===== src/rtl/rocket_flight_physics_step_unit_macros.svh =====
// ----------------------------------------------------------------------------
// Rocket flight physics step unit assertion macros
// Shared immediate-consequence and next-cycle assertion forms.
// ----------------------------------------------------------------------------
`ifndef ROCKET_FLIGHT_PHYSICS_STEP_UNIT_MACROS_SVH
`define ROCKET_FLIGHT_PHYSICS_STEP_UNIT_MACROS_SVH

// The consequent holds in the same cycle as the antecedent.
`define RFPS_ASSERT_SAME(label, clk, rst, ante, cons, msg) \
  label: assert property (@(posedge clk) disable iff (rst) (ante) |-> (cons)) \
    else $error(msg);

// The consequent holds in the cycle after the antecedent.
`define RFPS_ASSERT_NEXT(label, clk, rst, ante, cons, msg) \
  label: assert property (@(posedge clk) disable iff (rst) (ante) |=> (cons)) \
    else $error(msg);

`endif


===== src/rtl/rfps_pkg.sv =====
// ----------------------------------------------------------------------------
// Rocket flight physics step package
// Widths, constants, step sequence, command types and arithmetic helpers.
// ----------------------------------------------------------------------------
package rfps_pkg;

  localparam int FRAC_BITS = 16;

  localparam int POS_W  = 40;
  localparam int VEL_W  = 32;
  localparam int TIME_W = 48;
  localparam int TICK_W = 20;
  localparam int MASS_W = 32;
  localparam int AREA_W = 32;
  localparam int THR_W  = 36;
  localparam int CFG_W  = 40;
  localparam int IDX_W  = 3;

  localparam int MAG_W  = VEL_W + 1;
  localparam int OPND_W = 64;
  localparam int PROD_W = 2 * OPND_W;
  localparam int CAP_W  = 63;
  localparam int QBITS  = 33;
  localparam int DVS_W  = 32;
  localparam int DVD_W  = 80;
  localparam int EXT_W  = 36;
  localparam int TMP_W  = 52;

  localparam logic [CAP_W-1:0] CAP_Q = {1'b1, {(CAP_W-1){1'b0}}};

  localparam longint GRAV_L = ((64'd981 << FRAC_BITS) + 64'd50) / 64'd100;
  localparam longint SINK_L = ((64'd1 << FRAC_BITS) + 64'd5) / 64'd10;
  localparam logic [EXT_W-1:0] GRAV_Q = EXT_W'(GRAV_L);
  localparam logic [VEL_W-1:0] NEG_SINK_Q = VEL_W'(-SINK_L);
  // Division by one million of a product below 2^52 is exact as a multiply
  // by ceil(2^72 / 10^6) followed by a right shift of 72.
  localparam int US_SHIFT = 72;
  localparam logic [OPND_W-1:0] US_RECIP = 64'd4722366482869646;
  localparam logic [TICK_W-1:0] TICK_RESET = TICK_W'(1000);

  localparam logic [IDX_W-1:0] REG_GROUND = 3'd0;
  localparam logic [IDX_W-1:0] REG_WIND_X = 3'd1;
  localparam logic [IDX_W-1:0] REG_WIND_Y = 3'd2;
  localparam logic [IDX_W-1:0] REG_WIND_Z = 3'd3;
  localparam logic [IDX_W-1:0] REG_DRAG   = 3'd4;
  localparam logic [IDX_W-1:0] REG_TICK   = 3'd5;

  localparam int PH_W = 4;
  localparam logic [PH_W-1:0] PH_SQ   = 4'd0;
  localparam logic [PH_W-1:0] PH_SQRT = 4'd1;
  localparam logic [PH_W-1:0] PH_K    = 4'd2;
  localparam logic [PH_W-1:0] PH_KM   = 4'd3;
  localparam logic [PH_W-1:0] PH_DRAG = 4'd4;
  localparam logic [PH_W-1:0] PH_FDIV = 4'd5;
  localparam logic [PH_W-1:0] PH_AT   = 4'd6;
  localparam logic [PH_W-1:0] PH_ADIV = 4'd7;
  localparam logic [PH_W-1:0] PH_VT   = 4'd8;
  localparam logic [PH_W-1:0] PH_VDIV = 4'd9;

  localparam int SEQ_W = 5;
  localparam logic [SEQ_W-1:0] STEP_SQRT = 5'd3;
  localparam logic [SEQ_W-1:0] STEP_K    = 5'd4;
  localparam logic [SEQ_W-1:0] STEP_KM   = 5'd5;
  localparam logic [SEQ_W-1:0] STEP_DRAG = 5'd6;
  localparam logic [SEQ_W-1:0] STEP_FDIV = 5'd9;
  localparam logic [SEQ_W-1:0] STEP_TICK = 5'd12;
  localparam logic [SEQ_W-1:0] STEP_LAST = 5'd23;

  typedef struct packed {
    logic            load;
    logic            start;
    logic            finish;
    logic [PH_W-1:0] phase;
    logic [1:0]      idx;
  } cmd_t;

  typedef struct packed {
    logic done;
  } stat_t;

  function automatic logic [PH_W-1:0] step_phase(input logic [SEQ_W-1:0] seq);
    logic [SEQ_W-1:0] j;
    j = seq - STEP_TICK;
    if (seq < STEP_SQRT) return PH_SQ;
    else if (seq == STEP_SQRT) return PH_SQRT;
    else if (seq == STEP_K) return PH_K;
    else if (seq == STEP_KM) return PH_KM;
    else if (seq < STEP_FDIV) return PH_DRAG;
    else if (seq < STEP_TICK) return PH_FDIV;
    else begin
      unique case (j[1:0])
        2'd0: return PH_AT;
        2'd1: return PH_ADIV;
        2'd2: return PH_VT;
        default: return PH_VDIV;
      endcase
    end
  endfunction

  function automatic logic [1:0] step_idx(input logic [SEQ_W-1:0] seq);
    logic [SEQ_W-1:0] j;
    j = seq - STEP_TICK;
    if (seq < STEP_SQRT) return seq[1:0];
    else if (seq >= STEP_DRAG && seq < STEP_FDIV) return 2'(seq - STEP_DRAG);
    else if (seq >= STEP_FDIV && seq < STEP_TICK) return 2'(seq - STEP_FDIV);
    else if (seq >= STEP_TICK) return j[3:2];
    else return 2'd0;
  endfunction

  function automatic logic [CAP_W-1:0] cap_q(input logic [PROD_W-1:0] p);
    logic [PROD_W-1:0] s;
    s = p >> FRAC_BITS;
    if (s[PROD_W-1:CAP_W] != '0 || s[CAP_W-1:0] > CAP_Q) return CAP_Q;
    else return s[CAP_W-1:0];
  endfunction

  function automatic logic [VEL_W-1:0] sat_vel(input logic [EXT_W-1:0] v);
    if (v[EXT_W-1:VEL_W-1] == '0 || v[EXT_W-1:VEL_W-1] == '1) return v[VEL_W-1:0];
    else return v[EXT_W-1] ? {1'b1, {(VEL_W-1){1'b0}}} : {1'b0, {(VEL_W-1){1'b1}}};
  endfunction

  function automatic logic [POS_W-1:0] sat_pos(input logic [POS_W:0] v);
    if (v[POS_W] == v[POS_W-1]) return v[POS_W-1:0];
    else return v[POS_W] ? {1'b1, {(POS_W-1){1'b0}}} : {1'b0, {(POS_W-1){1'b1}}};
  endfunction

endpackage


===== src/rtl/rfps_ctrl.sv =====
// ----------------------------------------------------------------------------
// Rocket flight physics controller
// Sequences the arithmetic steps of one tick and owns both handshakes.
// ----------------------------------------------------------------------------
module rfps_ctrl (
  input  logic            clk,
  input  logic            rst,
  input  logic            in_valid,
  output logic            in_ready,
  output logic            out_valid,
  input  logic            out_ready,
  output rfps_pkg::cmd_t  cmd,
  input  rfps_pkg::stat_t stat
);
  import rfps_pkg::*;

  localparam logic [1:0] S_IDLE  = 2'd0;
  localparam logic [1:0] S_START = 2'd1;
  localparam logic [1:0] S_WAIT  = 2'd2;
  localparam logic [1:0] S_FIN   = 2'd3;

  logic [1:0]       state;
  logic [1:0]       state_next;
  logic [SEQ_W-1:0] seq;
  logic [SEQ_W-1:0] seq_next;

  assign in_ready   = (state == S_IDLE);
  assign cmd.load   = in_valid && in_ready;
  assign cmd.start  = (state == S_START);
  assign cmd.finish = (state == S_FIN) && (!out_valid || out_ready);
  assign cmd.phase  = step_phase(seq);
  assign cmd.idx    = step_idx(seq);

  always_comb begin
    state_next = state;
    seq_next   = seq;
    unique case (state)
      S_IDLE: begin
        if (cmd.load) begin
          state_next = S_START;
          seq_next   = '0;
        end
      end
      S_START: state_next = S_WAIT;
      S_WAIT: begin
        if (stat.done) begin
          if (seq == STEP_LAST) begin
            state_next = S_FIN;
          end else begin
            state_next = S_START;
            seq_next   = seq + SEQ_W'(1);
          end
        end
      end
      default: begin
        if (cmd.finish) begin
          state_next = S_IDLE;
        end
      end
    endcase
  end

  always_ff @(posedge clk) begin
    if (rst) begin
      state     <= S_IDLE;
      seq       <= '0;
      out_valid <= 1'b0;
    end else begin
      state <= state_next;
      seq   <= seq_next;
      if (cmd.finish) begin
        out_valid <= 1'b1;
      end else if (out_ready) begin
        out_valid <= 1'b0;
      end
    end
  end

endmodule


===== config.mk =====
export PLATFORM = sky130hd
export DESIGN_NAME = rfps_ctrl
export DESIGN_NICKNAME = d
export VERILOG_FILES = /design/src/rtl/rocket_flight_physics_step_unit_macros.svh /design/src/rtl/rfps_pkg.sv /design/src/rtl/rfps_ctrl.sv
export SDC_FILE = /design/constraint.sdc
export NUM_CORES = 1
export LEC_CHECK = 0
export BUFFER_PORTS_ARGS = -buffer_cell sky130_fd_sc_hd__buf_4
export CORE_UTILIZATION = 49
export DETAILED_ROUTE_END_ITERATION = 10
export PLACE_DENSITY = 0.76
export SETUP_SLACK_MARGIN = 0.05
export SLEW_MARGIN = 0
export SYNTH_ARGS = -nofsm -noshare
export SYNTH_HDL_FRONTEND = slang
export SYNTH_SLANG_ARGS = --single-unit

===== constraint.sdc =====
create_clock -name clk -period 2.4 [get_ports clk]
set_clock_uncertainty 0.2 [all_clocks]
set_input_delay 0.24 -clock clk [delete_from_list [all_inputs] [get_ports clk]]
set_output_delay 0.24 -clock clk [all_outputs]
set_load 0.05 [all_outputs]

==> out/metrics.cfg, run 1 <==
[outcome]
status=complete, no violations

[timing]
whs_ns=0.09047
hold_viol=0
fmax_mhz=425.3
tns_ns=0
slew_headroom=0.6032
tightestPinTransition_ns=0.5802
setup_viol=0
period_needed_ns=2.351
slew_viol_final=0
finalCritPeriodShare=0.9796
rsz0062_at_grt=true

[worst_setup_path]
crit_type=register to primary output
required_ns=1.96
start_kind=register
crit_fanout=3
reg2reg_from=state[0]
r2r_cells=6
rr_endpoint=seq[3]
r2r_slack_ns=0.16
worst_setup_path_end_kind=primary output
crit_arrival_ns=1.91

[global_route]
antenna_found_initial=0
grt.overflow.total=0
grt_max_degree=14
grt_pass1_wl_mm=3.588
grt_pass1_vias=832
track_usage=0.2403

[clocking]
clockBufferDepth=2
cts_buffers=3
cts_tree=built
cts-htree-levels=1
cts_sinks=8
cts_root_buffer=clkbuf_4
clk-insertion-delay-late_ns=0.26
clk_pin_slew_ns=0.06

[die]
dieHeight_um=44.07
die-area_mm2=0.001942
fp.dieW_um=44.07
pin_count=16
initial_core_util=0.5500
num_rows=14
core_mm2=0.001577

[routing]
via_count=889
wirelength_mm=2.081
viasPerCell=5.849
drt_iter0_drc=28
drc=0
antenna_left=0
dr.pass1.iters=6
wire_per_inst_um=13.69

[synthesis]
synth_edf_count=0
synthesis.nets=130
synthFlopType=dfxtp_1
yosys-top-cells-area=ha_1 (20%), dfxtp_1 (18%), a21oi_1 (7.5%), inv_1 (4.3%), nand2_1 (3.5%)
synth_top_area_cell=ha_1
yosysSeqAreaShare=0.1847
synth_top_area_frac=0.2020
yosys_warnings=0
synth_area_um2=867.1
syn-mean-instance-area_um2=7.812
ys_seq_elements=8
yosys.cell_types.count=40
async_flop_share=0
synthCells=111

[placed_design]
port_buffers=15
gp_congestion=0.8632
dp_hpwl_mm=1.548

[final_layout]
antenna_cells=0
areaGrowthSynthToFinish_pct=35.21
final_common_cell=buf_4
mostFrequentLayoutCells=buf_4 (23), a21oi_1 (11), ha_1 (9)
nNetsFinal=157
drive_above_1_share=0.3750

[worst_hold_path]
min_to=out_valid
hp-start=out_ready
whs_path_depth=3
worstHoldPathType=input port to register

[pwr]
power.leakage_nw=0.4854
powerDensity_mw_per_mm2=611.1
total_power_mw=0.7164
peakVddDrop_v=0.0006559

[flow_run]
cap_violations=0

critical path: stages (launching register included):
cell and delay [ns]:
dfxtp_1 0.32, inv_2 0.08, ha_4 0.14, nand2_2 0.06
a31o_4 0.22, a2111oi_4 0.35, mux2_4 0.34, buf_8 0.15
timing repair:
item | 4_1_cts | 5_1_grt
pin swaps | 3 | 0
setup endpoints to repair | 2 | 5
hold buffers | 1 | 0
hold endpoints to repair | 5 | 0
gates resized for setup | 11 | 6
buffers inserted | 3 | 1
state kept, by name (all words and copies together) (netlist names):
name / flops
out_valid: 1
seq: 5
state: 2
layer usage:
layer	global-route usage	routed length [um]
met5	0	0
met4	0.08485	17
met3	0.04082	79
met2	0.3676	958
met1	0.3401	1025
area by class of cell:
class	instances	area, um^2
clock buffers	3	22.52
multi-input cells	89	719.4
repair buffers	26	209.0
fillers	115	404.1
flip-flops and latches	8	163.9
well taps	16	20.02
inverters	10	37.54
synth_stat cells (all sizes together) (2+ instances only):
cell	instances
ha	14
a21oi	13
inv	10
dfxtp	8
nand2	8
nor2	6
o21ai	4
a21boi	3
and2	3
nand2b	3
nand4	3
or3	3
a2111oi	2
a21o	2
a31oi	2
buf	2
clkbuf	2
nand3	2
nor2b	2
o211ai	2
o22ai	2
worst max path at each step:
stage / startpoint / to / cells past startpoint
final: seq[3] / cmd[0] / 7
after global routing: seq[0] / cmd[0] / 7
after CTS: seq[3] / cmd[0] / 7
after detailed placement: state[0] / seq[3] / 6
after global placement: state[0] / seq[3] / 6
after floorplan: seq[3] / cmd[0] / 7
metrics by stage:
step | area (um^2) | util | instances | setup slack, ns
global placement | 1052 | 0.6675 | 144 | 0.1326
floorplan | 903.4 | - | 111 | 0.05091
global route | 1172 | 0.7437 | 152 | -0.01745
CTS | 1144 | 0.7254 | 151 | 0.06201
detailed placement | 1052 | 0.6675 | 144 | 0.08943
finish | 1172 | 0.7437 | 152 | 0.04898
power breakdown:
group | switching, mW | internal [mW] | leakage, nW
logic | 0.268 | 0.169 | 0.405
registers | 0.0171 | 0.152 | 0.0665
clock network | 0.0533 | 0.0578 | 0.0138
total | 0.338 | 0.378 | 0.485
logic make-up after synthesis:
family | synth area share
AO/OA/AOI/OAI | 0.2944
AND/OR/NAND/NOR | 0.2251
buffers and inverters | 0.07071
adder cells (fa/ha/maj) | 0.2020
flip-flops | 0.1847
XOR/XNOR | 0.01010
multiplexers | 0.01299
Note: power is estimated with default switching activity, not from simulation.
==> run 2: changes to the inputs <==
Settings changed: CORE_UTILIZATION 49 to 54, PLACE_DENSITY 0.76 to 0.8.
Clock period 2.4 ns to 2.5 ns, I/O delays scaled along.
==> out/metrics.cfg, run 2 (synthesized netlist as in run 1, its figures left out) <==
[outcome]
status=complete, no violations

[timing]
slew_headroom=0.6033
tightestPinTransition_ns=0.5800
finalCritPeriodShare=0.9741
rsz0062_at_grt=true
fmax_mhz=410.7
hold_viol=0
setup_viol=0
setup_ws_ns=0.06487
period_needed_ns=2.435
slew_viol_final=0

[routing]
drc=0
wire_per_inst_um=15.27
antenna_left=0
dr.pass1.iters=4
wirelength_mm=2.352
drt_iter0_drc=24
viasPerCell=6.084
via_count=937

[pwr]
power.leakage_nw=0.4935
powerDensity_mw_per_mm2=585.4
peakVddDrop_v=0.0005908
total_power_mw=0.6842

[clocking]
cts_buffers=3
cts_sinks=8
cts-htree-levels=1
cts_root_buffer=clkbuf_4
cts_tree=built
clockBufferDepth=2
clk_pin_slew_ns=0.06
clk-insertion-delay-late_ns=0.27

[die]
die-area_mm2=0.001770
core_mm2=0.001506
initial_core_util=0.5756
fp.dieW_um=42.07
dieHeight_um=42.07
pin_count=16
num_rows=14

[worst_setup_path]
worstSetupStartpoint=seq[2]
r2r_cells=6
cp_slowest_stage_delay_ns=0.40
rr_endpoint=seq[3]
reg2reg_from=state[0]
path_cells=buf_6 -> inv_1 -> a31o_2 -> a2111oi_4 -> mux2_4 -> buf_8
required_ns=2.05
r2r_slack_ns=0.24
worst_setup_path_end_kind=primary output
worst-path-buf-inv=3
crit_family=compound AO/OA/AOI/OAI gates
crit_fanout=7
crit_slowest_cell=a2111oi_4
start_kind=register
crit_type=register to primary output
crit_arrival_ns=1.99

[final_layout]
fillCellCount=119
fin_util=0.7757
multi_input_area_um2=703.2
antenna_cells=0
regArea_um2=161.4
reg_top3=seq: 5 flops, state: 2 flops, out_valid: 1 flops
areaGrowthSynthToFinish_pct=34.78
nNetsFinal=159
largest_register=seq
largest_reg_flops=5
mostFrequentLayoutCells=buf_4 (25), a21oi_1 (11), ha_1 (11)
final_common_cell=buf_4
drive_above_1_share=0.3406

[global_route]
grt_pass1_wl_mm=3.739
grt_pass1_vias=872
grt_max_degree=14
grt.overflow.total=0
antenna_found_initial=0
track_usage=0.2708

[placed_design]
gp_congestion=0.8249
port_buffers=15
place_ws_ns=0.1979
dp_hpwl_mm=1.559

[worst_hold_path]
min_to=out_valid
hp-start=out_ready
whs_path_depth=3
worstHoldPathType=input port to register

[flow_run]
cap_violations=0

## run 2: cell count changes in the layout (fill, tap and decap cells not counted), moves of 2 or more
cell,before,now
buf_4,23,25
dfxtp_2,3,1
ha_1,9,11
dfxtp_1,5,7
ha_2,3,1
## run 2: area by class of cell
| class | count | share of cell area |
|---|---|---|
| Clock buffer | 3 | 0.01927 |
| Inverter | 10 | 0.03212 |
| Multi-Input combinational cell | 89 | 0.6017 |
| Sequential cell | 8 | 0.1381 |
| Tap cell | 16 | 0.01713 |
| Timing Repair Buffer | 28 | 0.1916 |
## run 2: what timing repair did
item / CTS / global route
pin swaps: 2 / 2
hold endpoints to repair: 5 / 0
setup buffers: 2 / 4
setup endpoints to repair: 1 / 2
resized for setup: 5 / 7
hold buffers: 1 / 0
## run 2: worst max-delay path by stage
stage               endpoint  slack (ns)  depth (start not counted)
floorplan             cmd[5]        0.03                          6
global placement      seq[3]        0.24                          6
detailed placement    seq[3]        0.20                          6
CTS                   cmd[0]        0.06                          7
global route          cmd[5]       -0.04                          7
finish                cmd[0]        0.06                          6
## run 2: routing by layer
metal  vias up  GRT usage  share of wire
li1        457          -              -
met1       436     0.3793           0.46
met2        40     0.3969           0.46
met3         4    0.03879          0.065
met4         0     0.1500          0.011
met5         -          0              0
## run 2: metrics by stage
stage,hold slack [ns],cells,setup TNS (ns),instance area [um^2]
floorplan,0.1191,111,0,893.4
global placement,0.2659,144,0,1047
detailed placement,0.2728,144,0,1047
CTS,0.08541,150,0,1104
global route,0.1170,154,-0.08633,1169
finish,0.08720,154,0,1169
## run 2: report_power, final
group	total [mW]	switching, mW	internal [mW]
Clock	0.110	0.0546	0.0557
Combinational	0.412	0.259	0.154
Sequential	0.162	0.0170	0.145
## run 2: tightest hold or removal path, cell delays in order
cell,delay [ns]
buf_4,0.07
nand2b_1,0.12
a21oi_1,0.07
==> run 3: changes to the inputs <==
Settings changed: BUFFER_PORTS_ARGS -buffer_cell sky130_fd_sc_hd__buf_4 to default, CAP_MARGIN from default to 15, CORE_UTILIZATION 54 to 55, DONT_BUFFER_PORTS from default to 1, PLACE_DENSITY 0.8 to default, PLACE_DENSITY_LB_ADDON from default to 0.15.
==> out/metrics.cfg, run 3 (synthesized netlist as in run 1, its figures left out) <==
[final_layout]
mostFrequentLayoutCells=a21oi_1 (12), ha_1 (12), buf_4 (12)
drive_above_1_share=0.2581
design_area_mm2=0.001052
regArea_um2=165.2
instances_no_fill=139
nNetsFinal=145
reg_top3=seq: 5 flops, state: 2 flops, out_valid: 1 flops
largest_reg_flops=5
areaGrowthSynthToFinish_pct=21.36
fillCellCount=109
antenna_cells=0
largest_register=seq
multi_input_area_um2=696.9

[placed_design]
placed_cells=134
place_ws_ns=0.2030
dp_hpwl_mm=1.567
placed_area_um2=978.4
gp_congestion=0.8873
port_buffers=0

[clocking]
cts-htree-levels=1
cts_sinks=8
clk_pin_slew_ns=0.05
clk-insertion-delay-late_ns=0.25
cts_tree=built
cts_root_buffer=clkbuf_4
cts_buffers=3
clockBufferDepth=2

[outcome]
status=complete, no violations

[pwr]
peakVddDrop_v=0.0006164
power.leakage_nw=0.4225
intPower_mw=0.3315
clkPwrFrac=0.143
power_switching_share=0.4921
pwr-share-seq=0.248
p_sw_mw=0.3211
combPwrFrac=0.609
total_power_mw=0.6526
powerDensity_mw_per_mm2=620.2

[worst_setup_path]
crit_arrival_ns=2.01
r2r_slack_ns=0.15
required_ns=2.05
reg2reg_from=state[0]
crit_fanout=7
crit_type=register to primary output
worstSetupStartpoint=seq[1]
start_kind=register
worst_setup_path_end_kind=primary output

[die]
fp.dieW_um=41.71
die-area_mm2=0.001739
pin_count=16
core_mm2=0.001383
initial_core_util=0.6271
dieHeight_um=41.71
num_rows=13

[global_route]
grt_max_degree=14
grt_pass1_vias=807
antenna_found_initial=0
track_usage=0.2541
grt_pass1_wl_mm=3.470
grt.overflow.total=0

[routing]
dr.pass1.iters=4
antenna_left=0
drt_iter0_drc=56
drc=0
via_count=893
viasPerCell=6.424
wirelength_mm=2.292
wire_per_inst_um=16.49

[worst_hold_path]
hp-start=rst
worstHoldPathType=input port to register

[timing]
tightestPinTransition_ns=0.7392
finalCritPeriodShare=0.9836
hold_viol=0
slew_viol_final=0
tns_ns=0
setup_viol=0
fmax_mhz=406.7
rsz0062_at_grt=true
period_needed_ns=2.459
setup_ws_ns=0.04095
slew_headroom=0.4944

[flow_run]
cap_violations=0

[run 3: area by class of cell]
| type | count | area share |
|---|---|---|
| clock buffers | 3 | 0.02140 |
| inverters | 10 | 0.03567 |
| multi-input cells | 89 | 0.6623 |
| flip-flops and latches | 8 | 0.1570 |
| well taps | 15 | 0.01784 |
| repair buffers | 14 | 0.1058 |
[run 3: through the flow]
| stage | hold WS (ns) | utilization |
|---|---|---|
| after global routing | 0.003437 | 0.7611 |
| after detailed placement | 0.1225 | 0.7077 |
| after CTS | 0.003047 | 0.7339 |
| after global placement | 0.1212 | 0.7077 |
| after floorplan | 0.1191 | - |
| final | 0.008463 | 0.7611 |
[run 3: worst max-delay path, cell delays in order, from the launching register on]
cell,delay (ns)
dfxtp_4,0.36
buf_4,0.16
a2111oi_0,0.68
a31oi_1,0.16
a21boi_1,0.19
buf_4,0.20
[run 3: power groups by stage]
stage               sequential (mW)  clock (mW)  combinational [mW]
detailed placement            0.163           0               0.369
global placement              0.161           0               0.361
global route                  0.165       0.102               0.427
floorplan                     0.169           0               0.292
finish                        0.162      0.0931               0.397
CTS                           0.160      0.0961               0.372
[run 3: repair_timing]
item | CTS | global route
gates cloned | 0 | 0
endpoints found under the setup margin | 1 | 1
hold buffers | 1 | 0
resized for setup | 2 | 8
buffers inserted | 0 | 1
hold endpoints to repair | 5 | 0
pin swaps | 1 | 3
[run 3: path summary, 6_finish.rpt]
check             cells after the start     end
hold reg to reg                       3  seq[0]
hold / removal                        2  seq[3]
setup reg to reg                      6  seq[2]
setup / recovery                      5  cmd[3]
[run 3: metal layers]
metal / GRT usage / share of wire / vias to the layer above
li1: - / - / 429
met1: 0.3173 / 0.43 / 422
met2: 0.4469 / 0.49 / 38
met3: 0.07391 / 0.070 / 4
met4: 0.01935 / 0.011 / 0
met5: 0 / 0 / -
